==> src/bsp2_pkg.sv <==
// ----------------------------------------------------------------------------
// bsp2_pkg
// Shared constants and stage payload types for the binary32 scale unit.
// ----------------------------------------------------------------------------
package bsp2_pkg;

  localparam logic [31:0] SignMask  = 32'h8000_0000;
  localparam logic [31:0] ExpMask   = 32'h7F80_0000;
  localparam logic [31:0] FracMask  = 32'h007F_FFFF;
  localparam logic [23:0] HiddenBit = 24'h80_0000;
  localparam int          ExpBias   = 127;
  localparam int          FracBits  = 23;
  localparam int          NonFrac   = 9;

  // Signed exponent width: scale (32b) plus unpacked exponent never wraps
  localparam int          EW        = 34;

  // Stage 1 -> 2: decoded operand
  typedef struct packed {
    logic              sign;
    logic              pass;
    logic [31:0]       raw;
    logic [23:0]       sig;
    logic signed [EW-1:0] e;
  } dec_t;

  // Stage 2 -> 3: classified result before rounding
  typedef struct packed {
    logic              sign;
    logic              pass;
    logic              ovf;
    logic              norm;
    logic              zero;
    logic [31:0]       raw;
    logic [23:0]       sig;
    logic [7:0]        bexp;
    logic [4:0]        sh;
  } cls_t;

endpackage

==> src/bsp2_decode.sv <==
// ----------------------------------------------------------------------------
// bsp2_decode
// Unpacks the operand, normalizes subnormals and forms the scaled exponent.
// ----------------------------------------------------------------------------
module bsp2_decode (
  input  logic               clk_i,
  input  logic               rst_ni,
  input  logic               adv_i,
  input  logic               valid_i,
  input  logic [31:0]        value_bits_i,
  input  logic signed [31:0] scale_i,
  output logic               valid_o,
  output bsp2_pkg::dec_t     dec_o
);

  logic [7:0]  expf;
  logic [22:0] frac;
  logic [4:0]  lz;
  logic [4:0]  s;
  bsp2_pkg::dec_t dec_d, dec_q;
  logic valid_q;

  assign expf = value_bits_i[30:23];
  assign frac = value_bits_i[22:0];

  // Count leading zeros of the fraction (priority search)
  always_comb begin
    lz = 5'd23;
    for (int i = 0; i < 23; i++) begin
      if (frac[i]) lz = 5'(22 - i);
    end
  end

  // Normalizing shift brings the top set bit to bit 23
  assign s = lz + 5'd1;

  always_comb begin
    dec_d.sign = value_bits_i[31];
    dec_d.raw  = value_bits_i;
    dec_d.pass = (expf == 8'hFF) || (value_bits_i[30:0] == 31'd0);
    if (expf != 8'd0) begin
      dec_d.sig = {1'b1, frac};
      dec_d.e   = bsp2_pkg::EW'($signed({1'b0, expf})) - bsp2_pkg::EW'(bsp2_pkg::ExpBias)
                  + bsp2_pkg::EW'(scale_i);
    end else begin
      dec_d.sig = 24'({1'b0, frac} << s);
      dec_d.e   = bsp2_pkg::EW'(1 - bsp2_pkg::ExpBias)
                  - bsp2_pkg::EW'($signed({1'b0, s})) + bsp2_pkg::EW'(scale_i);
    end
  end

  // Advance the stage when downstream moves
  always_ff @(posedge clk_i or negedge rst_ni) begin
    if (!rst_ni) begin
      valid_q <= 1'b0;
    end else if (adv_i) begin
      valid_q <= valid_i;
    end
  end

  always_ff @(posedge clk_i) begin
    if (adv_i) begin
      dec_q <= dec_d;
    end
  end

  assign valid_o = valid_q;
  assign dec_o   = dec_q;

endmodule

==> src/bsp2_classify.sv <==
// ----------------------------------------------------------------------------
// bsp2_classify
// Compares the scaled exponent against the normal range, picks the shift.
// ----------------------------------------------------------------------------
module bsp2_classify (
  input  logic           clk_i,
  input  logic           rst_ni,
  input  logic           adv_i,
  input  logic           valid_i,
  input  bsp2_pkg::dec_t dec_i,
  output logic           valid_o,
  output bsp2_pkg::cls_t cls_o
);

  localparam int EW = bsp2_pkg::EW;

  logic signed [EW-1:0] r;
  bsp2_pkg::cls_t cls_d, cls_q;
  logic valid_q;

  // Right shift distance below the normal range
  assign r = EW'(1 - bsp2_pkg::ExpBias) - dec_i.e;

  always_comb begin
    cls_d.sign = dec_i.sign;
    cls_d.pass = dec_i.pass;
    cls_d.raw  = dec_i.raw;
    cls_d.sig  = dec_i.sig;
    cls_d.ovf  = dec_i.e > EW'(bsp2_pkg::ExpBias);
    cls_d.norm = dec_i.e >= EW'(1 - bsp2_pkg::ExpBias);
    cls_d.zero = r >= EW'(25);
    cls_d.bexp = 8'(dec_i.e + EW'(bsp2_pkg::ExpBias));
    cls_d.sh   = r[4:0];
  end

  always_ff @(posedge clk_i or negedge rst_ni) begin
    if (!rst_ni) begin
      valid_q <= 1'b0;
    end else if (adv_i) begin
      valid_q <= valid_i;
    end
  end

  always_ff @(posedge clk_i) begin
    if (adv_i) begin
      cls_q <= cls_d;
    end
  end

  assign valid_o = valid_q;
  assign cls_o   = cls_q;

endmodule

==> src/bsp2_round.sv <==
// ----------------------------------------------------------------------------
// bsp2_round
// Denormalizes with round-half-to-even and assembles the result word.
// ----------------------------------------------------------------------------
module bsp2_round (
  input  logic           clk_i,
  input  logic           rst_ni,
  input  logic           adv_i,
  input  logic           valid_i,
  input  bsp2_pkg::cls_t cls_i,
  output logic           valid_o,
  output logic [31:0]    result_o
);

  logic [23:0] q;
  logic [23:0] msk;
  logic [23:0] rem;
  logic [23:0] half;
  logic [23:0] qr;
  logic [31:0] res_d, res_q;
  logic valid_q;

  // Shift is 1..24 on this path
  assign q    = cls_i.sig >> cls_i.sh;
  assign msk  = (24'd1 << cls_i.sh) - 24'd1;
  assign rem  = cls_i.sig & msk;
  assign half = 24'd1 << (cls_i.sh - 5'd1);
  assign qr   = ((rem > half) || ((rem == half) && q[0])) ? q + 24'd1 : q;

  always_comb begin
    if (cls_i.pass) begin
      res_d = cls_i.raw;
    end else if (cls_i.ovf) begin
      res_d = {cls_i.sign, 31'd0} | bsp2_pkg::ExpMask;
    end else if (cls_i.norm) begin
      res_d = {cls_i.sign, cls_i.bexp, cls_i.sig[22:0]};
    end else if (cls_i.zero) begin
      res_d = {cls_i.sign, 31'd0};
    end else begin
      res_d = {cls_i.sign, 7'd0, qr};
    end
  end

  always_ff @(posedge clk_i or negedge rst_ni) begin
    if (!rst_ni) begin
      valid_q <= 1'b0;
    end else if (adv_i) begin
      valid_q <= valid_i;
    end
  end

  always_ff @(posedge clk_i) begin
    if (adv_i) begin
      res_q <= res_d;
    end
  end

  assign valid_o  = valid_q;
  assign result_o = res_q;

endmodule

==> src/binary32_scale_by_power_of_two.sv <==
// ----------------------------------------------------------------------------
// binary32_scale_by_power_of_two
// Multiplies a binary32 value by two to a signed integer power.
// ----------------------------------------------------------------------------
//  channel  | signals                          | direction
//  request  | in_valid_i, in_stall_o, fields   | in
//  result   | out_valid_o, out_stall_i, field  | out
//
// Three register stages (decode, classify, round).
// One request enters per cycle while the output is not stalled.
// A stall freezes each full stage with no empty stage ahead of it; nothing is lost or repeated.
// A bubble in the pipe is filled even while the output is stalled.
// Reset clears the valid bits only.
module binary32_scale_by_power_of_two (
  input  logic               clk_i,
  input  logic               rst_ni,
  input  logic               in_valid_i,
  output logic               in_stall_o,
  input  logic [31:0]        value_bits_i,
  input  logic signed [31:0] scale_i,
  output logic               out_valid_o,
  input  logic               out_stall_i,
  output logic [31:0]        result_bits_o
);

  logic v1, v2, v3;
  logic a1, a2, a3;
  bsp2_pkg::dec_t dec;
  bsp2_pkg::cls_t cls;

  // Advance a stage when its slot is empty or the next one moves
  assign a3 = !v3 || !out_stall_i;
  assign a2 = !v2 || a3;
  assign a1 = !v1 || a2;
  assign in_stall_o = !a1;

  bsp2_decode u_dec (
    .clk_i, .rst_ni, .adv_i(a1), .valid_i(in_valid_i),
    .value_bits_i, .scale_i, .valid_o(v1), .dec_o(dec)
  );

  bsp2_classify u_cls (
    .clk_i, .rst_ni, .adv_i(a2), .valid_i(v1), .dec_i(dec),
    .valid_o(v2), .cls_o(cls)
  );

  bsp2_round u_rnd (
    .clk_i, .rst_ni, .adv_i(a3), .valid_i(v2), .cls_i(cls),
    .valid_o(v3), .result_o(result_bits_o)
  );

  assign out_valid_o = v3;

  // Hold the output while stalled
  a_hold: assert property (@(posedge clk_i) disable iff (!rst_ni)
    out_valid_o && out_stall_i |=> out_valid_o && $stable(result_bits_o))
    else $error("result changed under stall");

  // Accept only when the first stage can advance
  a_acc: assert property (@(posedge clk_i) disable iff (!rst_ni)
    in_valid_i && !in_stall_o |=> v1)
    else $error("accepted request lost");

  // Free output means no input stall
  a_flow: assert property (@(posedge clk_i) disable iff (!rst_ni)
    !out_stall_i |-> !in_stall_o)
    else $error("stall without backpressure");

endmodule

==> config.mk <==
export PLATFORM = sky130hd
export DESIGN_NAME = binary32_scale_by_power_of_two
export DESIGN_NICKNAME = d
export VERILOG_FILES = /design/src/bsp2_pkg.sv /design/src/bsp2_decode.sv /design/src/bsp2_classify.sv /design/src/bsp2_round.sv /design/src/binary32_scale_by_power_of_two.sv
export SDC_FILE = /design/constraint.sdc
export NUM_CORES = 1
export LEC_CHECK = 0
export BUFFER_PORTS_ARGS = -buffer_cell sky130_fd_sc_hd__buf_2
export CORE_ASPECT_RATIO = 1.2
export CORE_MARGIN = 5
export CORE_UTILIZATION = 30
export CTS_BUF_LIST = sky130_fd_sc_hd__clkbuf_4 sky130_fd_sc_hd__clkbuf_8
export CTS_CLUSTER_DIAMETER = 30
export CTS_CLUSTER_SIZE = 10
export DETAILED_ROUTE_END_ITERATION = 10
export SYNTH_ARGS = -nofsm -noshare
export SYNTH_HDL_FRONTEND = slang
export SYNTH_SLANG_ARGS = --single-unit
==> constraint.sdc <==
create_clock -name clk_i -period 12.4 [get_ports clk_i]
set_clock_uncertainty 0.05 [all_clocks]
set_input_delay 2.48 -clock clk_i [delete_from_list [all_inputs] [get_ports clk_i]]
set_output_delay 2.48 -clock clk_i [all_outputs]
set_load 0.02 [all_outputs]
==> metrics.md, run 1 <==
| Metric | Value |
|---|---|
| Status | `completed` |
| Placed Instances | `between 2000 and 2500` |
| Critical path class | `input port to flip-flop` |
| Sequential area share after synthesis | `40.23%` |
| Peak fanout along the critical path | `21` |
| Total gr overflow | `0` |
| Proportion of layout cells with a drive suffix above 1 | `14.13%` |
| Avg Cell Area, Syn | `9.965 um2` |
| Area grow syn2layout | `10.64%` |
| TNS Setup | `0 ns` |
| Die Height | `around 250 um` |
| Vias | `12270` |
| WP data required | `~13 ns` |
| Crit path max-delay cell type | `o21ai_0` |
| Worst path arrival time | `approximately 7.5 ns` |
| Largest net degree at the start of global routing | `81` |
| WL/cell | `around 20 um` |
| First-pass GRT wire length | `68.59 mm` |
| RSZ-0062 raised after global routing | `false` |
| CTS sink cnt | `slightly below 200` |
| Reg2Reg Launch Point | `u_cls.cls_o[2]` |
| Worst-path clk slew | `between 0.1 and 0.15 ns` |
| Num rows | `88` |
| Clk buf depth | `2` |
| Reg2reg end | `u_rnd.result_o[23]` |
| Final hold vios | `0` |
| Cell breakdown of the critical path | `buf_2 -> nor2_1 -> a221oi_1 -> o21ai_0 -> o21ai_1 -> nand3_1 -> buf_4 -> ha_1 -> xor2_1 -> buf_4 -> inv_1 -> buf_4 -> ha_1 -> inv_1 -> fa_1 -> nor2b_1 -> o21ai_0 -> a21boi_0 -> o21a_1 -> o21ai_0 -> nand4_1 -> nor4_1 -> xnor2_1 -> mux2i_1` |
| Synth Flop Type | `edfxtp_1` |
| Area of the mapped netlist | `14670 um2` |
| Slew @ Worst Pin | `approximately 1.1 ns` |
| GR Util All Layers | `about 16%` |
| Ports | `about 100` |
| Max VDD drop | `about 0.08 mV` |
| Commonest non-fill, non-tap cell in the layout | `edfxtp_1` |
| Final period utilization | `about 59%` |
| Worst Reg-to-Reg Cells | `21` |
| Setup violations, final | `0` |
| Max Fclk | `between 100 and 150 MHz` |
| PwrDens | `between 150 and 200 nW/um2` |
| Filler Cells Inserted | `around 5000` |
| Final nets | `around 1700` |
| Fin crit period | `around 7.3 ns` |
| Max Slew Vio Count | `0` |
| Final GP Congestion | `between 0.9 and 1` |
| Synth warn | `0` |
| CTS H-tree lvls | `4` |
| Initial Util | `around 30%` |
| Setup crit end | `u_dec.dec_o[27]` |
| Resized cells post-CTS | `0` |
| Drt pass-1 iters | `6` |
| Rel. slew slack | `around 29%` |
| Clock root buffer master | `clkbuf_8` |
| Leak Pwr | `a little under 6 nW` |
| EDFF count, synth | `194` |
| Clk_lat worst skew | `~0.50 ns` |
| Num CTS Buffers | `17` |
| Setup bufs post-CTS | `0` |
| Die area | `around 53000 um2` |
| Syn Nets | `~1600` |
| Largest stage delay, worst path | `~0.42 ns` |
| Asr flop ratio synth | `approximately 1.5%` |
| Die W | `211.9 um` |
| Core Area | `48230 um2` |
| Critical path capture point type | `flip-flop` |
| Post-DP HPWL | `~35 mm` |
| Cts-stage hold buffer count | `0` |
| Hold Crit Start | `u_dec.dec_o[34]` |
| Worst hold path class | `flip-flop to flip-flop` |
| IO buf count | `101` |
| R2R Setup Slk | `6.07 ns` |
| Antenna viol nets, final | `0` |
| Crit start category | `input port` |
| Crit path from | `value_bits_i[12]` |
| Commonest non-fill, non-tap cells in the layout | `194 x edfxtp_1, 153 x nand2_1, 101 x buf_2, 93 x a21oi_1, 92 x nor2_1` |
| Max Cap Violations | `0` |
| CTS tree | `done` |
| Yosys reg bits | `just under 200` |
| Initial antenna violation count | `3` |
| Vias in the first global route | `11590` |
| Initial DRC count | `between 1000 and 1500` |
| Synthesized instance count | `roughly 1500` |
| Via density | `about 5.6` |
| Drt drc | `0` |
| Yosys cell types | `between 90 and 100` |
| Final Non-Filler Cells | `approximately 2200` |
| Total Routed Length | `approximately 45 mm` |
-- layout make-up --
cell class              instances  area (um2)  area share, %
diodes                          1       2.502        0.01542
clock buffers                  17       234.0          1.442
clock inverters                14       225.2          1.388
inverters                      51       191.4          1.180
multi-input cells            1150        8230          50.72
flip-flops and latches        197        5901          36.36
well taps                     630       788.3          4.857
repair buffers                121       655.6          4.040
-- worst min path at each step --
| stage | slack (ns) | cells after the start | endpoint |
|---|---|---|---|
| global placement | 0.35 | 0 | u_cls.cls_o[57] |
| global route | 0.38 | 0 | u_cls.cls_o[58] |
| CTS | 0.38 | 0 | u_cls.cls_o[16] |
| finish | 0.37 | 0 | u_cls.cls_o[13] |
| floorplan | 0.35 | 0 | u_cls.cls_o[13] |
| detailed placement | 0.35 | 0 | u_cls.cls_o[23] |
-- cells by family (layout without fill, tap and decap cells) --
group,Yosys count,in the layout,share of synthesized area [%]
simple gates,507,507,17.30
flops,197,197,40.23
other cells,0,1,0
mux,71,71,8.300
compound gates,407,407,18.32
fa+ha+maj,81,81,7.012
buf+inv,125,203,3.770
xor+xnor,84,84,5.067
-- critical path, delay by kind of cell --
kind | cells | cell delay (ns)
AND/OR/NAND/NOR | 5 | 0.97
XOR/XNOR | 2 | 0.31
AO/OA/AOI/OAI | 7 | 1.76
multiplexers | 1 | 0.08
buffers and inverters | 6 | 1.11
adder cells (fa/ha/maj) | 3 | 0.77
-- cell usage after synthesis, types with 7 or more instances --
library cell	instances	share of area, %
nand2_1	153	3.9
nor2b_1	24	1.0
a32oi_1	7	0.42
o21bai_1	8	0.41
a211oi_1	16	0.82
clkbuf_1	50	1.3
inv_1	48	1.2
and2_1	11	0.47
buf_1	8	0.20
nor4_1	24	1.0
edfxtp_1	194	40
buf_2	10	0.34
mux2i_1	28	1.9
o211ai_1	10	0.51
o31ai_1	16	0.82
o21a_1	25	1.3
or3_1	14	0.60
or4_1	8	0.41
o21ai_0	88	3.0
o22ai_1	8	0.34
nor3_1	49	1.7
nand3_1	45	1.5
xor2_1	37	2.2
a21o_1	22	1.1
and3_1	19	0.81
a22oi_1	22	1.1
mux4_2	36	5.5
a21boi_0	13	0.67
nor2_1	92	2.4
nand4_1	20	0.85
nor3b_1	7	0.36
ha_1	79	6.7
xnor2_1	46	2.7
a31oi_1	13	0.55
nand2b_1	12	0.51
a21oi_1	94	3.2
-- per-stage QoR --
stage                     hold slack, ns  instance area [um2]  setup WS (ns)  util (%)  total power [mW]
after floorplan                   0.3503                14670          3.871         -             1.680
after global placement            0.3517                15770          4.743     32.69             1.987
after detailed placement          0.3545                15770          4.629     32.69             1.992
after CTS                         0.3757                16230          5.182     33.64             2.472
after global routing              0.3818                16230          4.713     33.65             2.617
final                             0.3745                16230          5.080     33.65             2.468
-- metal layers --
layer / GRT usage, % / up-vias / wire, um
li1: - / 5781 / -
met1: 21.96 / 5886 / 18880
met2: 27.01 / 525 / 21430
met3: 2.396 / 78 / 2780
met4: 6.038 / 4 / 1510
met5: 0 / - / 40
-- flip-flops by register name, summed over array words and instances (netlist names) --
register and cells:
u_cls.valid_o 1, u_dec.dec_o 90, u_rnd.valid_o 1, u_cls.cls_o 72, u_dec.valid_o 1, u_rnd.result_o 32
-- where the power goes --
part | internal, mW | switching, mW | leakage (nW)
Sequential | 0.856 | 0.0781 | 2.01
Combinational | 0.389 | 0.668 | 3.69
Clock | 0.241 | 0.236 | 0.218
(Power assumes the default switching activity.)
==> run 2: changes to the inputs <==
--- a/config.mk
+++ b/config.mk
@@ -5,6 +5,7 @@
 export SDC_FILE = /design/constraint.sdc
 export NUM_CORES = 1
 export LEC_CHECK = 0
+export ABC_AREA = 1
 export BUFFER_PORTS_ARGS = -buffer_cell sky130_fd_sc_hd__buf_2
 export CORE_ASPECT_RATIO = 1.2
 export CORE_MARGIN = 5
==> constraint.sdc (replaced) <==
create_clock -name clk_i -period 6.55 [get_ports clk_i]
set_clock_uncertainty 0.05 [all_clocks]
set_input_delay 1.31 -clock clk_i [delete_from_list [all_inputs] [get_ports clk_i]]
set_output_delay 1.31 -clock clk_i [all_outputs]
set_load 0.02 [all_outputs]
==> metrics.md, run 2 <==
| Metric | Value |
|---|---|
| Max FFs per register | `90 (unchanged)` |
| Final Non-Filler Cells | `2763 (+27%)` |
| Max VDD drop | `0.1415 mV (+76%)` |
| Hold Crit Start | `u_dec.dec_o[40]` |
| Sequential area share after synthesis | `39.44% (-0.78 points)` |
| Synthesized instance count | `2010 (+37%)` |
| GR Util All Layers | `17.55% (+1.1 points)` |
| Cts-stage hold buffer count | `0 (unchanged)` |
| Pwr Total | `4.499 mW (+82%)` |
| Avg Cell Area, Syn | `7.442 um2 (-25%)` |
| Status | `completed` |
| Worst hold slack | `0.3664 ns (-0.008177 ns)` |
| Synth area leaders | `edfxtp_1 39%, nand2_1 13%, ha_1 6.6%, nand3_1 5.9%, inv_1 5.8%` |
| Drt drc | `0 (unchanged)` |
| Num rows | `89 (+1.1%)` |
| Syn Nets | `2159 (+33%)` |
| Final hold vios | `0 (unchanged)` |
| Clk buf depth | `2 (unchanged)` |
| WP data required | `6.74 ns (-5.86 ns)` |
| Setup WS pre-CTS | `0.2729 ns (-4.356 ns)` |
| CTS tree | `done` |
| EDFF count, synth | `194 (unchanged)` |
| Die Height | `254.6 um (+0.95%)` |
| Clock root buffer master | `clkbuf_8` |
| Worst path arrival time | `5.95 ns (-1.57 ns)` |
| Worst-path clk slew | `0.11 ns (about the same)` |
| CP dominant cell by count | `nand2_1` |
| Filler Cells Inserted | `5217 (+4.8%)` |
| CTS H-tree lvls | `4 (unchanged)` |
| Num CTS Buffers | `17 (unchanged)` |
| Yosys cell types | `63 (-32%)` |
| TNS Setup | `0 ns (unchanged)` |
| First-pass GRT wire length | `75.25 mm (+9.7%)` |
| Reg2Reg Launch Point | `u_cls.cls_o[0]` |
| Resized cells post-CTS | `0 (unchanged)` |
| Final nets | `2261 (+34%)` |
| Antenna viol nets, final | `0 (unchanged)` |
| Synth Flop Type | `edfxtp_1` |
| Clk_lat worst skew | `0.50 ns (about the same)` |
| RSZ-0062 raised after global routing | `false` |
| Fin crit period | `between 5 and 6 ns` |
| Hold Crit Depth | `0 (unchanged)` |
| Rel. slew slack | `35.25% (+6.5 points)` |
| Area grow syn2layout | `11.58%` |
| Vias in the first global route | `13700 (+18%)` |
| Drt pass-1 iters | `8 (+2)` |
| P_sw | `1.965 mW (+100%)` |
| Max Fclk | `between 150 and 200 MHz` |
| Synth top area share | `38.94% (-0.77 points)` |
| Die W | `213.8 um (+0.94%)` |
| Clock network fraction of total power | `17.2% (-2.1 points)` |
| WL/cell | `17.41 um (-15%)` |
| Total gr overflow | `0 (unchanged)` |
| Initial antenna violation count | `3 (unchanged)` |
| IO buf count | `101 (unchanged)` |
| Setup violations, final | `0 (unchanged)` |
| Placed Instances | `2730 (+27%)` |
| Vias | `14060 (+15%)` |
| Largest stage delay, worst path | `0.30 ns (-0.12 ns)` |
| Peak fanout along the critical path | `5 (-76%)` |
| Crit start category | `input port` |
| Initial DRC count | `1101 (-2.0%)` |
| Leak Pwr | `7.406 nW (+25%)` |
| Switching Fraction | `43.68% (+3.9 points)` |
| Worst Reg-to-Reg Cells | `33 (+57%)` |
| Logic pwr share | `43.5% (+0.7 points)` |
| Crit path max-delay cell type | `ha_1` |
| Worst hold path class | `flip-flop to flip-flop` |
| Core Area | `49330 um2 (+2.3%)` |
| Area of the mapped netlist | `14960 um2 (+2.0%)` |
| Yosys top cell by area | `edfxtp_1` |
| CP top delay family | `simple AND/OR/NAND/NOR gates` |
| Proportion of layout cells with a drive suffix above 1 | `10.54% (-3.6 points)` |
| Commonest non-fill, non-tap cell in the layout | `nand2_1` |
| Yosys reg bits | `197 (unchanged)` |
| Max Slew Vio Count | `0 (unchanged)` |
| Synth warn | `0 (unchanged)` |
| Largest net degree at the start of global routing | `74 (-8.6%)` |
| Final period utilization | `between 80% and 90%` |
| WP depth | `47 (+96%)` |
| PwrDens | `269.5 nW/um2 (+77%)` |
| Int Pwr | `2.534 mW (+70%)` |
| Critical path class | `input port to flip-flop` |
| Die area | `54450 um2 (+1.9%)` |
| Slew @ Worst Pin | `0.9713 ns (-0.08745 ns)` |
| Ports | `102 (unchanged)` |
| Final GP Congestion | `0.9859 (+5.5%)` |
| Crit path from | `value_bits_i[1]` |
| Asr flop ratio synth | `1.523% (unchanged)` |
| Sequential Power Share | `39.3% (+1.5 points)` |
| Commonest non-fill, non-tap cells in the layout | `511 x nand2_1, 231 x inv_1, 194 x edfxtp_1, 192 x nor2_1, 175 x nand3_1` |
| Initial Util | `30.32% (-0.090 points)` |
| Final Worst Setup Slack | `0.7905 ns (-4.290 ns)` |
| Via density | `5.090 (-9.6%)` |
| Critical path capture point type | `flip-flop` |
| Post-DP HPWL | `38.57 mm (+11%)` |
| CTS sink cnt | `197 (unchanged)` |
| Total Routed Length | `48.10 mm (+7.8%)` |
| Most frequent cell after synthesis | `nand2_1` |
| Post-synth top cells | `511 x nand2_1, 233 x inv_1, 194 x edfxtp_1, 192 x nor2_1, 175 x nand3_1` |
| Setup bufs post-CTS | `0 (unchanged)` |
| Max Cap Violations | `0 (unchanged)` |
| WP buf/inv | `6 (unchanged)` |
[run 2: cell type report]
type	count	area (um2)	share of cell area, %
timing repair buffer	141	805.8	4.827
inverter	250	939.7	5.629
clock inverter	14	135.1	0.8095
clock buffer	18	241.5	1.447
tap	637	797.0	4.775
antenna	1	2.502	0.01499
sequential	197	5901	35.35
multi-input combinational	1505	7870	47.15
[run 2: logic make-up after synthesis]
group                    synth area share [%]
AND/OR/NAND/NOR                         28.74
XOR/XNOR                                2.794
multiplexers                           0.1338
adder cells (fa/ha/maj)                 6.875
flip-flops                              39.44
AO/OA/AOI/OAI                           14.02
buffers and inverters                   7.996
[run 2: worst paths after layout]
path                                           end  slack (ns)
worst max-delay path               u_dec.dec_o[30]        0.79
worst min-delay path               u_cls.cls_o[19]        0.37
worst max register to register  u_rnd.result_o[10]        0.89
worst min register to register     u_cls.cls_o[19]        0.37
max in group asynchronous            u_cls.valid_o        5.82
min in group asynchronous            u_rnd.valid_o        0.53
[run 2: power by group through the flow]
stage                     clock network (mW)  logic, mW  registers (mW)
after floorplan                            0       1.30            1.78
after global placement                     0       1.91            1.80
after detailed placement                   0       1.93            1.80
after CTS                              0.800       1.94            1.77
after global routing                   0.848       2.18            1.79
final                                  0.776       1.96            1.77
[run 2: stage by stage]
step / instance area, um2 / utilization, %
floorplan: 14960 / -
global placement: 16310 / 33.07
detailed placement: 16310 / 33.07
CTS: 16690 / 33.83
global route: 16690 / 33.84
finish: 16690 / 33.84
[run 2: layer usage]
metal	vias up	wire [um]	track usage, %
li1	7047	-	-
met1	6542	20190	22.21
met2	403	24160	31.12
met3	71	2389	1.858
met4	0	1355	6.016
met5	-	0	0
==> run 3: changes to the inputs <==
--- a/config.mk
+++ b/config.mk
@@ -14,6 +14,8 @@
 export CTS_CLUSTER_DIAMETER = 30
 export CTS_CLUSTER_SIZE = 10
 export DETAILED_ROUTE_END_ITERATION = 10
+export GPL_TIMING_DRIVEN = 0
+export SKIP_LAST_GASP = 1
 export SYNTH_ARGS = -nofsm -noshare
 export SYNTH_HDL_FRONTEND = slang
 export SYNTH_SLANG_ARGS = --single-unit
==> metrics.md, run 3 (synthesized netlist as in run 2, its figures left out) <==
| Metric | Value |
|---|---|
| Status | `completed` |
| Setup violations, final | `0 (unchanged)` |
| Max Fclk | `163.2 MHz (-6.0%)` |
| Clock root buffer master | `clkbuf_8` |
| Worst Reg-to-Reg Cells | `28 (-15%)` |
| CP dominant cell by count | `nand2_1` |
| GR Util All Layers | `18.19% (+0.64 points)` |
| Total gr overflow | `0 (unchanged)` |
| Num rows | `89 (unchanged)` |
| Num CTS Buffers | `17 (unchanged)` |
| TNS Setup | `0 ns (unchanged)` |
| Final period utilization | `93.54% (+5.6 points)` |
| Total Routed Length | `50.08 mm (+4.1%)` |
| Peak fanout along the critical path | `10 (+5)` |
| WP data required | `6.82 ns (+0.08 ns)` |
| Worst-path clk slew | `0.12 ns (about the same)` |
| Crit start category | `flip-flop` |
| Drt drc | `0 (unchanged)` |
| Slew @ Worst Pin | `1.122 ns (+0.1506 ns)` |
| Largest net degree at the start of global routing | `75 (+1.4%)` |
| Max Slew Vio Count | `0 (unchanged)` |
| First-pass GRT wire length | `77.22 mm (+2.6%)` |
| Commonest non-fill, non-tap cell in the layout | `nand2_1` |
| Leak Pwr | `7.409 nW (about the same)` |
| Final GP Congestion | `0.9858 (about the same)` |
| Commonest non-fill, non-tap cells in the layout | `508 x nand2_1, 229 x inv_1, 194 x edfxtp_1, 190 x nor2_1, 173 x nand3_1` |
| Die area | `54450 um2 (unchanged)` |
| PwrDens | `267.4 nW/um2 (-0.80%)` |
| Final Worst Setup Slack | `0.4232 ns (-0.3673 ns)` |
| Critical path class | `flip-flop to flip-flop` |
| Final hold vios | `0 (unchanged)` |
| Crit path max-delay cell type | `edfxtp_1` |
| Hold Crit Start | `u_dec.dec_o[44]` |
| Max Cap Violations | `0 (unchanged)` |
| CTS sink cnt | `197 (unchanged)` |
| Proportion of layout cells with a drive suffix above 1 | `10.37% (-0.17 points)` |
| Vias | `14350 (+2.1%)` |
| Final nets | `2286 (+1.1%)` |
| Max FFs per register | `90 (unchanged)` |
| Hold Path Sink | `u_cls.cls_o[23]` |
| Reg2Reg Launch Point | `u_cls.cls_o[4]` |
| Worst hold slack | `0.3604 ns (-0.005938 ns)` |
| Initial Util | `30.32% (unchanged)` |
| Drt pass-1 iters | `5 (-3)` |
| Clk_lat worst skew | `0.51 ns (about the same)` |
| Die Height | `254.6 um (unchanged)` |
| Initial antenna violation count | `6 (+3)` |
| RSZ-0062 raised after global routing | `true` |
| Worst hold path class | `flip-flop to flip-flop` |
| Vias in the first global route | `14080 (+2.8%)` |
| Initial DRC count | `986 (-10%)` |
| CTS H-tree lvls | `4 (unchanged)` |
| Core Area | `49330 um2 (unchanged)` |
| Area grow syn2layout | `12.71%` |
| Critical path capture point type | `flip-flop` |
| Rel. slew slack | `24.52% (-11 points)` |
| Via density | `5.142 (+1.0%)` |
| Worst path arrival time | `6.39 ns (+0.44 ns)` |
| WL/cell | `17.94 um (+3.1%)` |
| Clk buf depth | `2 (unchanged)` |
| Ports | `102 (unchanged)` |
| R2R Setup Slk | `0.42 ns (-0.47 ns)` |
| Max VDD drop | `0.1341 mV (-5.2%)` |
| Largest stage delay, worst path | `0.59 ns (+0.29 ns)` |
| Hold Crit Depth | `0 (unchanged)` |
| Post-DP HPWL | `40.83 mm (+5.9%)` |
| Fin crit period | `6.127 ns (+0.3673 ns)` |
| Antenna viol nets, final | `0 (unchanged)` |
| IO buf count | `101 (unchanged)` |
| CTS tree | `done` |
| Die W | `213.8 um (unchanged)` |
| Setup WS pre-CTS | `-1.909 ns (-2.182 ns)` |
| Cts-stage hold buffer count | `0 (unchanged)` |
| Reg2reg end | `u_rnd.result_o[23]` |
## run 3: cell types whose count changed in the layout (fill, tap and decap cells not counted), sizes merged
cell / before / now
clkbuf: 18 / 49
diode: 1 / 4
inv: 251 / 253
clkinv: 13 / 12
buf: 141 / 134
## run 3: power by group
part	total (mW)	switching, mW	internal (mW)
registers	1.75	0.123	1.62
logic	1.98	1.38	0.607
clock network	0.778	0.490	0.287
## run 3: what timing repair did
action | CTS | global route
hold endpoints to repair | 0 | 0
setup endpoints to repair | 25 | 17
setup buffers | 1 | 3
pin swaps | 1 | 3
gates resized for setup | 9 | 16
## run 3: worst max path at each step
stage / from / to / slack, ns / cells after the start
after global routing: value_bits_i[1] / u_dec.dec_o[30] / -0.08 / 49
after detailed placement: value_bits_i[2] / u_dec.dec_o[30] / -1.91 / 48
final: u_cls.cls_o[4] / u_rnd.result_o[23] / 0.42 / 28
after global placement: value_bits_i[2] / u_dec.dec_o[30] / -1.90 / 48
after CTS: value_bits_i[2] / u_dec.dec_o[30] / 0.02 / 48
after floorplan: out_stall_i / u_dec.dec_o[0] / 0.14 / 5
## run 3: routing by layer
layer,up-vias,part of all wire [%],wire length (um),global-route usage [%]
li1,7113,-,-,-
met1,6619,41,20450,22.06
met2,488,50,24850,31.98
met3,126,4.8,2399,2.190
met4,6,4.7,2341,8.651
met5,-,0.070,35,0
## run 3: final cells by class
class / count / area, um2
Antenna cell: 4 / 10.01
Buffer: 58 / 280.3
Clock buffer: 17 / 234.0
Clock inverter: 15 / 155.1
Fill cell: 5274 / 32470
Inverter: 250 / 943.4
Multi-Input combinational cell: 1505 / 7943
Sequential cell: 197 / 5901
Tap cell: 637 / 797.0
Timing Repair Buffer: 108 / 598.1
## run 3: critical path: cells and delay by family (launching register included)
family / cells / cell delay (ns)
flops: 1 / 0.59
simple gates: 19 / 3.19
buf+inv: 4 / 0.86
compound gates: 3 / 0.72
fa+ha+maj: 2 / 0.50
## run 3: through the flow
step	instance area, um2	utilization (%)	power, mW	instances
final	16860	34.18	4.508	2791
after global routing	16860	34.17	4.812	2789
after CTS	16770	34.00	4.507	2784
after detailed placement	16330	33.11	3.712	2751
after global placement	16260	32.96	3.696	2748
after floorplan	14960	-	3.087	2010
